<file path="src/design/dbfe_pkg.sv">
// Shared types and constants of the delta bit-packing frame encoder.
package dbfe_pkg;

   // Sample width in use; the sample field itself is always 16 bits wide
   localparam int SAMPLE_WIDTH = 16;
   localparam logic [15:0] SAMPLE_MASK = 16'((32'd1 << SAMPLE_WIDTH) - 32'd1);

   // Packing limits of delta_bits
   localparam logic [4:0] DELTA_BITS_MIN   = 5'd1;
   localparam logic [4:0] DELTA_BITS_MAX   = 5'd16;
   localparam logic [4:0] DELTA_BITS_RESET = 5'd8;
   localparam logic [7:0] TAIL_BYTE_RESET  = 8'd0;

   // Configuration register indexes
   localparam logic CSR_DELTA_BITS = 1'b0;
   localparam logic CSR_TAIL_BYTE  = 1'b1;

   // Result slots of one job, sent lowest first
   localparam int SLOT_COUNT_ALL = 7;
   localparam logic [2:0] SLOT_BYTE0 = 3'd0;
   localparam logic [2:0] SLOT_BYTE1 = 3'd1;
   localparam logic [2:0] SLOT_ERROR = 3'd2;
   localparam logic [2:0] SLOT_FLUSH = 3'd3;
   localparam logic [2:0] SLOT_COUNT = 3'd4;
   localparam logic [2:0] SLOT_STAMP = 3'd5;
   localparam logic [2:0] SLOT_END   = 3'd6;

   // Job queue depth
   localparam int QDEPTH = 4;
   localparam int QPTR_W = $clog2(QDEPTH);
   localparam int QCNT_W = $clog2(QDEPTH + 1);

   // One job: the results one input sample causes
   typedef struct packed {
      logic [SLOT_COUNT_ALL-1:0] slots;
      logic [7:0]                byte0;
      logic [7:0]                byte1;
      logic [7:0]                flush;
      logic [7:0]                count;
      logic [7:0]                stamp;
   } job_type;

   // Configuration seen by the front and back
   typedef struct packed {
      logic [4:0] delta_bits;
      logic [7:0] tail_byte;
   } csr_type;

endpackage

</file>
<file path="src/design/dbfe_front.sv">
// Front end: accepts samples, tracks frame state and builds result jobs.
module dbfe_front import dbfe_pkg::*; (
   input  logic        clock,
   input  logic        reset,
   input  csr_type     csr,
   input  logic        req_tvalid,
   output logic        req_tready,
   input  logic [23:0] req_tdata,   // [15:0] sample, [23:16] frame_time
   input  logic        req_tlast,   // last_sample
   input  logic        q_full,
   output logic        push,
   output job_type     push_job
);

   logic [15:0] prev_ff, prev_in;
   logic [7:0]  acc_ff, acc_in;
   logic [2:0]  bp_ff, bp_in;
   logic [7:0]  count_ff, count_in;
   logic [7:0]  stamp_ff, stamp_in;
   logic        inside_ff, inside_in;
   logic        aborted_ff, aborted_in;

   logic        accept;
   logic [15:0] smp;
   logic [7:0]  ftime;
   logic [4:0]  nb;
   logic [16:0] diff;
   logic        bad;
   logic [23:0] packed_bits;
   logic [4:0]  total;
   logic [7:0]  acc_next;
   logic        err_seen;

   assign req_tready = !q_full;
   assign accept     = req_tvalid && req_tready;
   assign smp        = req_tdata[15:0] & SAMPLE_MASK;
   assign ftime      = req_tdata[23:16];

   // Clamp the delta width to its legal range
   always_comb begin
      if (csr.delta_bits < DELTA_BITS_MIN) begin
         nb = DELTA_BITS_MIN;
      end else if (csr.delta_bits > DELTA_BITS_MAX) begin
         nb = DELTA_BITS_MAX;
      end else begin
         nb = csr.delta_bits;
      end
   end

   // Delta, range check and packing into the bit accumulator
   assign diff        = {1'b0, smp} - {1'b0, prev_ff};
   assign bad         = diff[16] || ((diff[15:0] >> nb) != 16'd0);
   assign packed_bits = {16'd0, acc_ff} | ({8'd0, diff[15:0]} << bp_ff);
   assign total       = {2'd0, bp_ff} + nb;

   always_comb begin
      case (total[4:3])
         2'd0:    acc_next = packed_bits[7:0];
         2'd1:    acc_next = packed_bits[15:8];
         2'd2:    acc_next = packed_bits[23:16];
         default: acc_next = 8'd0;
      endcase
   end

   // Classify the sample and update frame state
   always_comb begin
      prev_in    = prev_ff;
      acc_in     = acc_ff;
      bp_in      = bp_ff;
      count_in   = count_ff;
      stamp_in   = stamp_ff;
      inside_in  = inside_ff;
      aborted_in = aborted_ff;
      push       = 1'b0;
      err_seen   = 1'b0;
      push_job   = '0;
      push_job.count = count_ff;
      push_job.stamp = stamp_ff;
      if (accept) begin
         if (!inside_ff) begin
            // first sample of a frame goes out whole
            prev_in        = smp;
            acc_in         = 8'd0;
            bp_in          = 3'd0;
            stamp_in       = ftime;
            inside_in      = 1'b1;
            aborted_in     = 1'b0;
            push           = 1'b1;
            push_job.byte0 = smp[7:0];
            push_job.byte1 = smp[15:8];
            push_job.stamp = ftime;
            push_job.slots[SLOT_BYTE0] = 1'b1;
            push_job.slots[SLOT_BYTE1] = 1'b1;
            if (req_tlast) begin
               push_job.slots[SLOT_COUNT] = 1'b1;
               push_job.slots[SLOT_STAMP] = 1'b1;
               push_job.slots[SLOT_END]   = 1'b1;
               count_in  = count_ff + 8'd1;
               inside_in = 1'b0;
            end
         end else if (aborted_ff) begin
            // swallow the rest of an aborted frame
            if (req_tlast) begin
               inside_in  = 1'b0;
               aborted_in = 1'b0;
            end
         end else if (bad) begin
            err_seen   = 1'b1;
            prev_in    = smp;
            acc_in     = 8'd0;
            bp_in      = 3'd0;
            push       = 1'b1;
            push_job.slots[SLOT_ERROR] = 1'b1;
            if (req_tlast) begin
               inside_in  = 1'b0;
               aborted_in = 1'b0;
            end else begin
               aborted_in = 1'b1;
            end
         end else begin
            prev_in        = smp;
            acc_in         = acc_next;
            bp_in          = total[2:0];
            push_job.byte0 = packed_bits[7:0];
            push_job.byte1 = packed_bits[15:8];
            push_job.flush = acc_next;
            push_job.slots[SLOT_BYTE0] = (total[4:3] != 2'd0);
            push_job.slots[SLOT_BYTE1] = total[4];
            if (req_tlast) begin
               push_job.slots[SLOT_FLUSH] = (total[2:0] != 3'd0);
               push_job.slots[SLOT_COUNT] = 1'b1;
               push_job.slots[SLOT_STAMP] = 1'b1;
               push_job.slots[SLOT_END]   = 1'b1;
               count_in  = count_ff + 8'd1;
               acc_in    = 8'd0;
               bp_in     = 3'd0;
               inside_in = 1'b0;
            end
            push = (push_job.slots != '0);
         end
      end
   end

   // State registers
   always_ff @(posedge clock) begin
      if (reset) begin
         prev_ff    <= '0;
         acc_ff     <= '0;
         bp_ff      <= '0;
         count_ff   <= '0;
         stamp_ff   <= '0;
         inside_ff  <= 1'b0;
         aborted_ff <= 1'b0;
      end else begin
         prev_ff    <= prev_in;
         acc_ff     <= acc_in;
         bp_ff      <= bp_in;
         count_ff   <= count_in;
         stamp_ff   <= stamp_in;
         inside_ff  <= inside_in;
         aborted_ff <= aborted_in;
      end
   end

   // An error on a non-final sample leaves the frame aborted
   a_err_aborts: assert property (@(posedge clock) disable iff (reset)
      (err_seen && !req_tlast) |=> (aborted_ff && inside_ff))
      else $error("error did not abort the frame");

   // No job is pushed into a full queue
   a_no_push_full: assert property (@(posedge clock) disable iff (reset)
      push |-> !q_full)
      else $error("push into full queue");

endmodule

</file>
<file path="src/design/dbfe_queue.sv">
// Short job queue between the front end and the result sequencer.
module dbfe_queue import dbfe_pkg::*; (
   input  logic    clock,
   input  logic    reset,
   input  logic    push,
   input  job_type push_job,
   input  logic    pop,
   output job_type head,
   output logic    empty,
   output logic    full
);

   job_type           slot_ff [QDEPTH];
   logic [QPTR_W-1:0] wr_ff, rd_ff;
   logic [QCNT_W-1:0] cnt_ff;
   logic              do_pop;

   assign empty  = (cnt_ff == '0);
   assign full   = (cnt_ff == QCNT_W'(QDEPTH));
   assign head   = slot_ff[rd_ff];
   assign do_pop = pop && !empty;

   // Storage
   always_ff @(posedge clock) begin
      if (push) begin
         slot_ff[wr_ff] <= push_job;
      end
   end

   // Pointers and fill count
   always_ff @(posedge clock) begin
      if (reset) begin
         wr_ff  <= '0;
         rd_ff  <= '0;
         cnt_ff <= '0;
      end else begin
         if (push) begin
            wr_ff <= (wr_ff == QPTR_W'(QDEPTH - 1)) ? '0 : wr_ff + 1'b1;
         end
         if (do_pop) begin
            rd_ff <= (rd_ff == QPTR_W'(QDEPTH - 1)) ? '0 : rd_ff + 1'b1;
         end
         if (push && !do_pop) begin
            cnt_ff <= cnt_ff + 1'b1;
         end else if (!push && do_pop) begin
            cnt_ff <= cnt_ff - 1'b1;
         end
      end
   end

   // Fill count never exceeds the depth
   a_cnt_range: assert property (@(posedge clock) disable iff (reset)
      cnt_ff <= QCNT_W'(QDEPTH))
      else $error("queue count out of range");

endmodule

</file>
<file path="src/design/dbfe_back.sv">
// Back end: walks each job's result slots and drives the output register.
module dbfe_back import dbfe_pkg::*; (
   input  logic       clock,
   input  logic       reset,
   input  csr_type    csr,
   input  job_type    head,
   input  logic       q_empty,
   output logic       pop,
   output logic       rsp_tvalid,
   input  logic       rsp_tready,
   output logic [7:0] rsp_tdata,   // out_byte
   output logic [1:0] rsp_tuser    // [0] frame_end, [1] overflow_error
);

   logic [SLOT_COUNT_ALL-1:0] mask_ff, mask_in, mask_after;
   job_type                   job_ff, job_in;
   logic                      out_valid_ff, out_valid_in;
   logic [7:0]                out_byte_ff, out_byte_in;
   logic                      out_end_ff, out_end_in;
   logic                      out_err_ff, out_err_in;
   logic                      can_load;
   logic                      emit;
   logic [2:0]                idx;

   assign can_load   = !out_valid_ff || rsp_tready;
   assign emit       = can_load && (mask_ff != '0);
   assign mask_after = emit ? (mask_ff & (mask_ff - 1'b1)) : mask_ff;
   assign pop        = (mask_after == '0) && !q_empty;

   // Lowest pending slot
   always_comb begin
      idx = SLOT_BYTE0;
      for (int i = SLOT_COUNT_ALL - 1; i >= 0; i--) begin
         if (mask_ff[i]) begin
            idx = 3'(i);
         end
      end
   end

   // Result for the selected slot
   always_comb begin
      out_byte_in = out_byte_ff;
      out_end_in  = out_end_ff;
      out_err_in  = out_err_ff;
      if (emit) begin
         out_end_in = 1'b0;
         out_err_in = 1'b0;
         case (idx)
            SLOT_BYTE0: out_byte_in = job_ff.byte0;
            SLOT_BYTE1: out_byte_in = job_ff.byte1;
            SLOT_ERROR: begin
               out_byte_in = 8'd0;
               out_end_in  = 1'b1;
               out_err_in  = 1'b1;
            end
            SLOT_FLUSH: out_byte_in = job_ff.flush;
            SLOT_COUNT: out_byte_in = job_ff.count;
            SLOT_STAMP: out_byte_in = job_ff.stamp;
            SLOT_END: begin
               out_byte_in = csr.tail_byte;
               out_end_in  = 1'b1;
            end
            default: out_byte_in = 8'd0;
         endcase
      end
   end

   // Job loading and output valid
   always_comb begin
      mask_in = mask_after;
      job_in  = job_ff;
      if (pop) begin
         mask_in = head.slots;
         job_in  = head;
      end
      if (emit) begin
         out_valid_in = 1'b1;
      end else if (rsp_tready) begin
         out_valid_in = 1'b0;
      end else begin
         out_valid_in = out_valid_ff;
      end
   end

   always_ff @(posedge clock) begin
      if (reset) begin
         mask_ff      <= '0;
         out_valid_ff <= 1'b0;
      end else begin
         mask_ff      <= mask_in;
         out_valid_ff <= out_valid_in;
      end
   end

   always_ff @(posedge clock) begin
      job_ff      <= job_in;
      out_byte_ff <= out_byte_in;
      out_end_ff  <= out_end_in;
      out_err_ff  <= out_err_in;
   end

   assign rsp_tvalid = out_valid_ff;
   assign rsp_tdata  = out_byte_ff;
   assign rsp_tuser  = {out_err_ff, out_end_ff};

   // An error result always closes the frame
   a_err_end: assert property (@(posedge clock) disable iff (reset)
      (rsp_tvalid && rsp_tuser[1]) |-> rsp_tuser[0])
      else $error("error result without frame_end");

   // Every job taken from the queue has at least one result
   a_job_nonempty: assert property (@(posedge clock) disable iff (reset)
      pop |=> (mask_ff != '0))
      else $error("empty job loaded");

   // A new job is only loaded once the current one is finished
   a_no_drop: assert property (@(posedge clock) disable iff (reset)
      (mask_ff != '0 && !emit) |=> (mask_ff == $past(mask_ff)))
      else $error("pending results dropped");

endmodule

</file>
<file path="src/design/delta_bitpack_frame_encoder.sv">
// Top level of the delta bit-packing frame encoder: config registers and wiring.
// A sample's first result goes through the job queue, job register and output register.
// Throughput: one result per cycle from the back end's slot sequencer while rsp_tready
//   allows it; an ordinary sample causes at most 2 results, up to 6 on a frame end.
// The front end takes one sample per cycle while the 4-entry job queue has room.
// Synchronous active-high reset clears frame state, the queue and the output register;
//   delta_bits returns to 8 and the trailing frame byte to 0.
module delta_bitpack_frame_encoder import dbfe_pkg::*; (
   input  logic        clock,
   input  logic        reset,
   // sample input
   input  logic        req_tvalid,
   output logic        req_tready,
   input  logic [23:0] req_tdata,   // [15:0] sample, [23:16] frame_time
   input  logic        req_tlast,   // last_sample
   // result output
   output logic        rsp_tvalid,
   input  logic        rsp_tready,
   output logic [7:0]  rsp_tdata,   // [7:0] out_byte
   output logic [1:0]  rsp_tuser,   // [0] frame_end, [1] overflow_error
   // register writes
   input  logic        csr_valid,
   output logic        csr_ready,
   input  logic        csr_index,
   input  logic [7:0]  csr_data
);

   csr_type csr_ff, csr_in;
   logic    push;
   job_type push_job;
   logic    pop;
   job_type head;
   logic    q_empty;
   logic    q_full;

   // Configuration registers
   assign csr_ready = 1'b1;

   always_comb begin
      csr_in = csr_ff;
      if (csr_valid && csr_ready) begin
         case (csr_index)
            CSR_DELTA_BITS: csr_in.delta_bits = csr_data[4:0];
            CSR_TAIL_BYTE:  csr_in.tail_byte  = csr_data;
            default:        csr_in = csr_ff;
         endcase
      end
   end

   always_ff @(posedge clock) begin
      if (reset) begin
         csr_ff.delta_bits <= DELTA_BITS_RESET;
         csr_ff.tail_byte  <= TAIL_BYTE_RESET;
      end else begin
         csr_ff <= csr_in;
      end
   end

   dbfe_front u_front (
      .clock      (clock),
      .reset      (reset),
      .csr        (csr_ff),
      .req_tvalid (req_tvalid),
      .req_tready (req_tready),
      .req_tdata  (req_tdata),
      .req_tlast  (req_tlast),
      .q_full     (q_full),
      .push       (push),
      .push_job   (push_job)
   );

   dbfe_queue u_queue (
      .clock    (clock),
      .reset    (reset),
      .push     (push),
      .push_job (push_job),
      .pop      (pop),
      .head     (head),
      .empty    (q_empty),
      .full     (q_full)
   );

   dbfe_back u_back (
      .clock      (clock),
      .reset      (reset),
      .csr        (csr_ff),
      .head       (head),
      .q_empty    (q_empty),
      .pop        (pop),
      .rsp_tvalid (rsp_tvalid),
      .rsp_tready (rsp_tready),
      .rsp_tdata  (rsp_tdata),
      .rsp_tuser  (rsp_tuser)
   );

endmodule

</file>
<file path="config.mk">
export PLATFORM = sky130hd
export DESIGN_NAME = delta_bitpack_frame_encoder
export DESIGN_NICKNAME = d
export VERILOG_FILES = /design/src/design/dbfe_pkg.sv /design/src/design/dbfe_front.sv /design/src/design/dbfe_queue.sv /design/src/design/dbfe_back.sv /design/src/design/delta_bitpack_frame_encoder.sv
export SDC_FILE = /design/constraint.sdc
export NUM_CORES = 1
export LEC_CHECK = 0
export ABC_AREA = 1
export BUFFER_PORTS_ARGS = -buffer_cell sky130_fd_sc_hd__buf_4
export CAP_MARGIN = 20
export CORE_UTILIZATION = 40
export CTS_CLUSTER_DIAMETER = 40
export DETAILED_ROUTE_END_ITERATION = 10
export GPL_TIMING_DRIVEN = 0
export HOLD_SLACK_MARGIN = 0.08
export MAX_ROUTING_LAYER = met4
export PLACE_DENSITY = 0.52
export SYNTH_ARGS = -nofsm -noshare
export SYNTH_HDL_FRONTEND = slang
export SYNTH_HIERARCHICAL = 1
export SYNTH_SLANG_ARGS = --single-unit
</file>
<file path="constraint.sdc">
create_clock -name clock -period 9.63 [get_ports clock]
set_clock_uncertainty 0.15 [all_clocks]
set_input_delay 1.4445 -clock clock [delete_from_list [all_inputs] [get_ports clock]]
set_output_delay 1.4445 -clock clock [all_outputs]
set_load 0.1 [all_outputs]
</file>
**After elaboration in Yosys (flattened, before gate mapping)**

Memories as Yosys holds them, arrays and structs flattened. A register that Yosys moved wholly into a read port is not among the register bits.
Index checks and enable logic that the tools add are counted.

- Output and inout port bits: 13
- Flip-flop bits (word level): 123
- Memories kept: 1
- Word-level logic and storage cells: 144
- Memory bits (writable): 188
- ROM bits: 0
- Latch bits: 0
- Bits of input ports: 39

- Order comparisons: 2
- Multipliers: 0
- Reductions and logical operators: 29
- $add $sub $neg: 8
- Equal/unequal tests: 13
- Shift-type cells: 2
- Divide/modulo/power cells: 0
- Bitwise operators: 3
- Mux-type cells: 64

Memories:

| name | depth | width | rd ports | clocked after Yosys merged registers in | wr ports | line | RTL |
|---|---|---|---|---|---|---|---|
| u_queue.slot_ff | 4 | 47 | 1 | 1 | 1 | dbfe_queue.sv:13 | `job_type slot_ff [QDEPTH];` |

Operators by type and width:

| cell | count |
|---|---|
| $mux W8 | 11 |
| $mux W31 | 2 |
| $pmux W8 S6 | 1 |
| $mux W3 | 15 |
| $mux W16 | 2 |
| $mux W26 | 1 |
| $mux W4 | 6 |
| $or A8 B24 Y24 | 1 |
| $pmux W8 S3 | 1 |
| $shl A16 B3 Y24 | 1 |
| $mux W18 | 1 |
| $sub A16 B16 Y17 | 1 |
| $reduce_bool A16 Y1 | 1 |
| $shr A16 B5 Y16 | 1 |
| $mux W1 | 15 |
| $mux W7 | 2 |
| $eq A3 B3 Y1 const B | 4 |
| $mux W2 | 5 |
| $mux W5 | 2 |
| $add A8 B1 Y8 const B | 1 |
| $and A7 B7 Y7 | 1 |
| $logic_not A7 Y1 | 1 |
| $reduce_bool A7 Y1 | 1 |
| $sub A7 B1 Y7 const B | 1 |
| other kinds (23) | 43 |

**Depth between registers and ports, before layout**

Gate-level depths: netlist of run 1.

- Depth after elaboration: 19
- Gate-level depth with buffers: 30
- Gate-level depth less buffers: 30

**Modules after synthesis**

The synthesis of run 1 kept the hierarchy.

By module, submodules not included:

| module | cells an instance | instances | area each (um^2) | seq. area each (um^2) |
|---|---|---|---|---|
| dbfe_queue | 520 | 1 | 7858.8 | 5825.6 |
| dbfe_front | 739 | 1 | 4494.3 | 900.9 |
| dbfe_back | 219 | 1 | 2493.6 | 1661.6 |
| delta_bitpack_frame_encoder | 70 | 1 | 530.5 | 260.2 |

**Worst setup path before layout of run 1**

OpenSTA, ideal clock, no wires.

- Path kind: input port to flip-flop
- From: input req_tdata[0]
- To: memory u_queue/slot_ff[0][0] (netlist name), enable pin
- Arrival: 4349 ps
- Stages on the path: 20
- Buffers on the path: 0
- Path slack: 4729 ps
- Data required time: 9079 ps
- Cell sequence: inv_1 ha_1 fa_1 inv_1 nand3_1 nand2_1 nand3_1 nand4_1 nand3_1 nand3_2 nand2_1 nand3_1 nand2_1 nand3_2 nand2_4 nand2_8 o21ai_0 inv_1 nand2_1 inv_1

- Longest elaborated chain between the ends: 10

RTL lines:

| what | line | RTL |
|---|---|---|
| start, declared | delta_bitpack_frame_encoder.sv:14 | `input logic [23:0] req_tdata,` |
| $sub A16 B16 Y17 (*) | dbfe_front.sv:51 | `assign diff = {1'b0, smp} - {1'b0, prev_ff};` |
| $shr A16 B5 Y16 | dbfe_front.sv:52 | `assign bad = diff[16] \|\| ((diff[15:0] >> nb) != 16'd0);` |
| $reduce_bool A16 Y1 | dbfe_front.sv:52 |  |
| $logic_or A1 B1 Y1 (*) | dbfe_front.sv:52 |  |
| $mux W1 (*) | dbfe_front.sv:107 | `end else if (bad) begin` |
| $mux W1 (*) | dbfe_front.sv:101 | `end else if (aborted_ff) begin` |
| $mux W1 (*) | dbfe_front.sv:80 | `if (!inside_ff) begin` |
| $mux W1 (*) | dbfe_front.sv:79 | `if (accept) begin` |
| named net push | delta_bitpack_frame_encoder.sv:29 | `logic push;` |
| $mux W1 (*) | dbfe_queue.sv:25 | `if (push) begin` |
| $mux W1 (implied by the code) (*) | dbfe_queue.sv:26 | `slot_ff[wr_ff] <= push_job;` |
| end, declared | dbfe_queue.sv:13 |  |

Mark *: on every way through the listed nets, which the timed path passes. The rest lies on a longest branch.

**Worst setup path after layout of run 1**

- From: register csr_ff[12] (netlist name)
- To: register u_queue.cnt_ff[1]

- Longest elaborated chain between the ends: 18
- Elaborated cells on any way between the ends: 25
- Those cells by class: add/sub: 1; order compare: 2; shift: 1; mux: 12; reduce/logical: 9

RTL lines:

| what | line | RTL |
|---|---|---|
| start, declared | delta_bitpack_frame_encoder.sv:28 | `csr_type csr_ff, csr_in;` |
| start signal, assigned | delta_bitpack_frame_encoder.sv:55 | `csr_ff <= csr_in;` |
| $gt A5 B5 Y1 | dbfe_front.sv:43 | `end else if (csr.delta_bits > DELTA_BITS_MAX) begin` |
| $mux W5 | dbfe_front.sv:43 |  |
| $mux W5 (*) | dbfe_front.sv:41 | `if (csr.delta_bits < DELTA_BITS_MIN) begin` |
| $add A3 B5 Y5 | dbfe_front.sv:54 | `assign total = {2'd0, bp_ff} + nb;` |
| $reduce_bool A3 Y1 | dbfe_front.sv:130 | `push_job.slots[SLOT_FLUSH] = (total[2:0] != 3'd0);` |
| $mux W4 | dbfe_front.sv:129 | `if (req_tlast) begin` |
| $mux W4 | dbfe_front.sv:107 |  |
| $mux W4 | dbfe_front.sv:101 |  |
| [3 not listed] | -- |  |
| $mux W1 (*) | dbfe_front.sv:107 |  |
| $mux W1 (*) | dbfe_front.sv:101 |  |
| $mux W1 (*) | dbfe_front.sv:80 |  |
| $mux W1 (*) | dbfe_front.sv:79 |  |
| named net push | delta_bitpack_frame_encoder.sv:29 |  |
| $logic_not A1 Y1 | dbfe_queue.sv:45 | `end else if (!push && do_pop) begin` |
| $logic_and A1 B1 Y1 | dbfe_queue.sv:45 |  |
| $reduce_bool A2 Y1 (no line) | -- |  |
| end signal, assigned | dbfe_queue.sv:44 | `cnt_ff <= cnt_ff + 1'b1;` |
| end signal, assigned | dbfe_queue.sv:46 | `cnt_ff <= cnt_ff - 1'b1;` |
| end, declared | dbfe_queue.sv:15 | `logic [QCNT_W-1:0] cnt_ff;` |

Mark *: on every way through the listed nets, which the timed path passes. The rest lies on a longest branch. The select of a mux whose other input is x is not followed.
A chain may end at the register's enable or synchronous reset.

==> results of run 1 <==
## layer usage
layer | GRT usage | routed length, µm
met3 | 0.04258 | 2059
met1 | 0.2954 | 18870
met5 | - | 0
met2 | 0.3610 | 19280
met4 | 0.07608 | 1289
## where the power goes
group          total (W)  leakage (nW)  switching (W)  internal, W
Combinational    0.00227          3.52        0.00161     0.000667
Sequential       0.00205          2.88       0.000113      0.00194
Clock            0.00202         0.939       0.000708      0.00131
Total            0.00635          7.35        0.00243      0.00392
## critical path, cell delays in order, from the launching register on
cell,delay [ns]
dfxtp_1,0.49
inv_2,0.13
nand3_1,0.12
nand2_2,0.15
ha_1,0.26
fa_1,0.40
nand2_1,0.08
nand2_1,0.05
a21oi_1,0.44
inv_1,0.12
nor2_1,0.66
nand2_1,0.11
o21ai_0,0.39
inv_1,0.20
ha_1,0.26
inv_1,0.09
fa_1,0.42
o21ai_0,0.16
nor2_1,0.05
## metrics by stage
step / hold WS [ns] / cell area (µm²) / total power, W
floorplan: 0.2832 / 15380 / 0.003650
finish: 0.3060 / 18470 / 0.006347
global placement: 0.2934 / 16390 / 0.004323
global route: 0.3307 / 18470 / 0.006718
CTS: 0.3089 / 18470 / 0.006405
detailed placement: 0.3030 / 16490 / 0.004361
## logic make-up after synthesis
family          after synthesis
xor+xnor                     11
buf+inv                     231
simple gates                650
flops                       313
compound gates              312
fa+ha+maj                    30
other cells                   1
## final timing paths
check,slack [ns],start,to,depth (start not counted)
setup / recovery,4.79,csr_ff[12]$_SDFFE_PP0P_,u_queue/cnt_ff[1]$_SDFFE_PP0P_,18
hold / removal,0.31,u_front/prev_ff[11]$_SDFFE_PP0P_,u_front/prev_ff[11]$_SDFFE_PP0P_,2
setup reg to reg,4.79,csr_ff[12]$_SDFFE_PP0P_,u_queue/cnt_ff[1]$_SDFFE_PP0P_,18
hold reg to reg,0.31,u_front/prev_ff[11]$_SDFFE_PP0P_,u_front/prev_ff[11]$_SDFFE_PP0P_,2
## registers in the layout (all words and copies together) (netlist names), named ones only
| name | flops |
|---|---|
| u_front/count_ff | 8 |
| u_front/prev_ff | 16 |
| u_back/out_err_ff | 1 |
| u_back/rsp_tdata | 8 |
| u_back/out_end_ff | 1 |
| u_queue/cnt_ff | 3 |
| u_front/acc_ff | 8 |
| u_queue/wr_ff | 2 |
| u_queue/rd_ff | 2 |
| u_front/stamp_ff | 8 |
| u_front/aborted_ff | 1 |
| u_queue/slot_ff | 188 |
| u_back/mask_ff | 7 |
| u_back/job_ff | 40 |
| csr_ff | 13 |
| u_front/bp_ff | 3 |
| u_front/inside_ff | 1 |
| u_back/rsp_tvalid | 1 |
## cell usage in the layout, fill, tap and decap left out, drive strengths merged, types with 27 or more instances in the layout
cell type / count
edfxtp: 238
o22ai: 47
o21ai: 154
nand2: 312
buf: 89
clkbuf: 96
nor2: 172
inv: 168
ha: 27
nand3: 127
dfxtp: 75
a21oi: 80
## layout make-up
class	count	area, µm²	area share
Buffer	66	437.9	0.02371
Clock buffer	64	1494	0.08089
Clock inverter	41	481.7	0.02608
Inverter	165	628.1	0.03401
Multi-Input combinational cell	1004	5663	0.3066
Sequential cell	313	8648	0.4683
Tap cell	511	639.4	0.03462
Timing Repair Buffer	55	475.5	0.02575
==> flow_summary.toml, run 1 <==
[synth]
synth_edf_count = 238
ys_warn_count = 6
avgSynthCellArea_um2 = 9.934
synth_cells = 1548
synth_xor_area_frac = 0.006265
ys_dominant_reg_cell = "edfxtp_1"
syn-num-nets = 1617
synth_top_family_by_area = "simple AND/OR/NAND/NOR gates"
synth_largest_area_cell = "edfxtp_1"
synthAdderAreaFrac = 0.02587
ys_seq_area_frac = 0.5624
synth-simple-area-share = 0.2091
synth_compound_area_frac = 0.1268
ys_seq_elements = 313
yosys-top-cells-area = "edfxtp_1, dfxtp_1, nand2_1, o21ai_0, inv_1"
synthTopCellsByCount = "nand2_1, edfxtp_1, inv_1"
synth_cell_types = 53
synth_mux_area_frac = 0
yosysMostFrequentCell = "nand2_1"
netlist_area_um2 = 15380
synth_top_area_share = 0.4648
async_reset_ff_frac = 0

[finish]
final_nets = 1730
n_antenna_cell = 0
drive_gt1_frac = 0.1996
area_growth_pct = 20.10
fin_cells = 2219
post-route-util = 0.4891
fillerInstances = 3517

[cts]
cts_tree = "yes"
cts_max_path_buffers = 3
cts_setup_buffers = 0
cts_root_buf = "clkbuf_16"
htreeDepth = 2
cts_sinks = 313
clock_latency_ns = 0.60
cts.clk_slew.worst_paths_ns = 0.05
hold_buffers = 0
ctsResizeCount = 0
cts_made_buffers = 56

[sta]
fin_crit_sh = 0.5027
finalSetupTns_ns = 0
maxSlewHeadroom = 0.3782
finalMaxSlewViolations = 0
tightest_slew_ns = 0.9326
setup_slack_ns = 4.789
setup-violations-final = 0
final_hold_viol_count = 0
finalCriticalPeriod_ns = 4.841
fmax_ghz = 0.2066
rsz0062_at_grt = "no"

[placed_design]
post-place-ws_ns = 4.172
place_congestion = 0.9088
hpwl_mm = 29.56
numPortBuffers = 50
dp.cells = 2114

[drt]
drc = 0
drt-pass1-iter-count = 5
vias_per_cell = 5.040
ant_nets = 0
wl_per_cell_um = 18.70
finalWirelength_mm = 41.50
drt_iter0_markers = 674
vias = 11180

[worst_setup_path]
worstSetupPathType = "reg -> reg"
cp_max_fo = 10
end_kind = "flip-flop"
cp.arrival_ns = 5.16
cp-start-kind = "flip-flop"
cp.required_ns = 9.95

[power]
p_per_area_nw_per_um2 = 343.7
irDropWorstVdd_uv = 150.9
leakage_nw = 7.348

[run_status]
status = "finished clean"

[floorplan]
core_area_um2 = 37760
rows = 71
die_height_um = 198.1
die_area_um2 = 39230
dieWidth_um = 198.1
start_util = 0.4073
io_pins = 52

[grt]
grt_usage = 0.2285
antenna_found_initial = 0
grt_pass1_wl_mm = 64.54
grt_max_degree = 41
grt_pass1_vias = 11110
overflow = 0

[min_path]
hold_path_class = "reg -> reg"

[job]
drv_cap = 0
Power figures use the tool's default switching activity.
==> run 2: changes to the inputs <==
--- a/config.mk
+++ b/config.mk
@@ -5,7 +5,7 @@
 export SDC_FILE = /design/constraint.sdc
 export NUM_CORES = 1
 export LEC_CHECK = 0
-export ABC_AREA = 1
+export ABC_AREA = 0
 export BUFFER_PORTS_ARGS = -buffer_cell sky130_fd_sc_hd__buf_4
 export CAP_MARGIN = 20
 export CORE_UTILIZATION = 40
@@ -14,7 +14,7 @@
 export GPL_TIMING_DRIVEN = 0
 export HOLD_SLACK_MARGIN = 0.08
 export MAX_ROUTING_LAYER = met4
-export PLACE_DENSITY = 0.52
+export PLACE_DENSITY = 0.53
 export SYNTH_ARGS = -nofsm -noshare
 export SYNTH_HDL_FRONTEND = slang
 export SYNTH_HIERARCHICAL = 1
==> constraint.sdc (replaced) <==
create_clock -name clock -period 4.9 [get_ports clock]
set_clock_uncertainty 0.15 [all_clocks]
set_input_delay 0.735 -clock clock [delete_from_list [all_inputs] [get_ports clock]]
set_output_delay 0.735 -clock clock [all_outputs]
set_load 0.1 [all_outputs]
==> run 2 against run 1 <==
The flow now finishes with violations (DRC). Routed wire length decreased by 11%. Critical path depth decreased by 2. Synthesized area decreased by 5.1%. Worst setup slack got worse by 4.6 ns. Total power increased by 59%. Sequential power increased by 82%. Non-clock buffer count increased by 3. Cell count decreased by 24%. Highest routed layer unchanged. Combinational power increased by 29%.
==> flow_summary.toml, run 2 <==
[finish]
regMostFlops = "u_queue/slot_ff"
largest_reg_flops = 188
final_nets = 1257
final_common_cell = "edfxtp_1"
n_antenna_cell = 0
area_growth_pct = 18.62
drive_gt1_frac = 0.2258
postLayoutCellArea_um2 = 17320
fin_cells = 1688
top_regs = "u_queue/slot_ff x188, u_back/job_ff x40, u_front/prev_ff x16"
final_cell_mix = "edfxtp_1, nand2_1, dfxtp_1"

[synth]
ys_seq_elements = 313
avgSynthCellArea_um2 = 13.49
synth_largest_area_cell = "edfxtp_1"
synth_top_area_share = 0.4895
syn-num-nets = 1151
ys_dominant_reg_cell = "edfxtp_1"
synthTopCellsByCount = "edfxtp_1, nand2_1, dfxtp_1"
yosys-top-cells-area = "edfxtp_1, dfxtp_1, mux4_2, ha_1, a21oi_1"
ys_seq_area_frac = 0.5923
netlist_area_um2 = 14600
synth_edf_count = 238
async_reset_ff_frac = 0
synth_cells = 1082
synth_cell_types = 93
yosysMostFrequentCell = "edfxtp_1"
ys_warn_count = 6

[drt]
drt-pass1-iter-count = 8
route.top_layer_used = "met4"
vias_per_cell = 5.514
ant_nets = 0
drc = 8
wl_met2_mm = 17.14
vias = 9308
drt_iter0_markers = 576
finalWirelength_mm = 37.00
wl_per_cell_um = 21.92
wl_met3_mm = 1.959
wl_met1_mm = 17.16

[grt]
antenna_found_initial = 0
grt_usage = 0.2126
overflow = 0
grt_pass1_vias = 9222
grt_max_degree = 48
grt_pass1_wl_mm = 56.09

[cts]
cts_made_buffers = 47
cts_sinks = 313
hold_buffers = 0
cts_tree = "yes"
cts.clk_slew.worst_paths_ns = 0.05
htreeDepth = 2
cts_root_buf = "clkbuf_16"
cts_max_path_buffers = 3
clock_latency_ns = 0.57

[worst_setup_path]
cp.required_ns = 4.99
cp_max_fo = 31
end_kind = "flip-flop"
cp-start-kind = "input pin"
reg2reg_depth = 14
worstSetupPathType = "in -> reg"
cp.arrival_ns = 4.79

[sta]
final_hold_viol_count = 0
whs_ns = 0.2882
setup_slack_ns = 0.2028
fin_crit_sh = 0.9586
finalMaxSlewViolations = 0
fmax_ghz = 0.2129
rsz0062_at_grt = "no"
setup-violations-final = 0
finalSetupTns_ns = 0
maxSlewHeadroom = 0.3862
finalCriticalPeriod_ns = 4.697
tightest_slew_ns = 0.9089

[placed_design]
place_congestion = 0.8751
post-place-ws_ns = -0.8667
dp.cells = 1597
hpwl_mm = 26.17
numPortBuffers = 50
placed_cell_area_um2 = 15640

[power]
switching_power_w = 0.003327
p_clk_frac = 0.338
irDropWorstVdd_uv = 260.9
p_per_area_nw_per_um2 = 581.0
combPwrFrac = 0.290
seqPwrFrac = 0.372
switching_share = 0.3306
leakage_nw = 6.068
intPower_w = 0.006735

[floorplan]
die_area_um2 = 37270
start_util = 0.4085
dieWidth_um = 193.1
rows = 69
die_height_um = 193.1
core_area_um2 = 35740
io_pins = 52

[job]
drv_cap = 0

[min_path]
hold_depth = 3
hold_path_class = "in -> reg"

[run_status]
status = "finished with violations"
violations = "DRC"
-- run 2: cell count changes in the layout (fill, tap and decap cells not counted), sizes merged, moves of 14 or more --
cell,delta
a31oi,+18
nand3,-111
a21oi,-14
nor2,-125
o21ai,-104
mux2i,+20
and2,+22
o22ai,-34
nand2b,+18
inv,-126
mux2,+15
nand2,-234
mux4,+53
o21a,+14
-- run 2: final timing paths --
path | from | endpoint | slack, ns
worst max register to register | csr_ff[11]$_SDFFE_PP1P_ | u_queue/slot_ff[1][8]$_DFFE_PP_ | 0.27
worst min-delay path | req_tdata[0] | u_front/prev_ff[0]$_SDFFE_PP0P_ | 0.29
worst max-delay path | req_tdata[0] | u_queue/slot_ff[1][8]$_DFFE_PP_ | 0.20
worst min register to register | u_front/prev_ff[7]$_SDFFE_PP0P_ | u_front/prev_ff[7]$_SDFFE_PP0P_ | 0.30
-- run 2: per-stage QoR --
stage	total power, W	utilization
2_1_floorplan	0.005799	-
3_3_place_gp	0.006642	0.4353
3_5_place_dp	0.006698	0.4375
4_1_cts	0.01015	0.4838
5_1_grt	0.01052	0.4846
6_report	0.01006	0.4846
-- run 2: power groups by stage --
stage               Combinational (W)  Sequential, W  Clock [W]
finish                        0.00292        0.00374    0.00340
global route                  0.00315        0.00379    0.00358
CTS                           0.00291        0.00375    0.00348
floorplan                     0.00180        0.00400          0
global placement              0.00283        0.00382          0
detailed placement            0.00290        0.00380          0
-- run 2: cells by family (layout without fill, tap and decap cells) --
| logic type | count (synthesis) | count (layout) | share of synthesized area |
|---|---|---|---|
| XOR/XNOR | 16 | 16 | 0.009598 |
| multiplexers | 88 | 88 | 0.1070 |
| other | 1 | 1 | 0.0002568 |
| AO/OA/AOI/OAI | 261 | 261 | 0.1280 |
| buffers and inverters | 104 | 249 | 0.03831 |
| adder cells (fa/ha/maj) | 31 | 31 | 0.02794 |
| flip-flops | 313 | 313 | 0.5923 |
| AND/OR/NAND/NOR | 268 | 268 | 0.09649 |
-- run 2: area by class of cell --
| cell class | count | area [µm²] |
|---|---|---|
| buffer | 67 | 420.4 |
| fill | 3196 | 18420 |
| inverter | 37 | 138.9 |
| multi-input combinational | 665 | 5443 |
| timing repair buffer | 57 | 469.2 |
| clock inverter | 32 | 381.6 |
| clock buffer | 56 | 1241 |
| sequential | 313 | 8648 |
| tap | 461 | 576.8 |
-- run 2: critical path, cell delays in order --
cell and delay, ns:
buf_4 0.09, inv_1 0.09, ha_1 0.24, fa_1 0.40, and2b_4 0.30, o211ai_4 0.10
a211oi_4 0.25, nor3_1 0.10, or2_1 0.26, or3_1 0.36, o2111a_2 0.20, a31o_4 0.29
a41oi_4 0.28, buf_4 0.20, and2_2 0.53, buf_12 0.29
-- run 2: per-layer routing --
layer / track usage / vias to the layer above
met1: 0.2976 / 4626
met5: - / -
li1: - / 4389
met2: 0.3192 / 237
met4: 0.05799 / 0
met3: 0.03584 / 56
-- run 2: timing repair --
action / in CTS / in global routing
resized for setup: 4 / 1
pin swaps: 0 / 1
buffers inserted: 0 / 2
endpoints found under the setup margin: 190 / 5
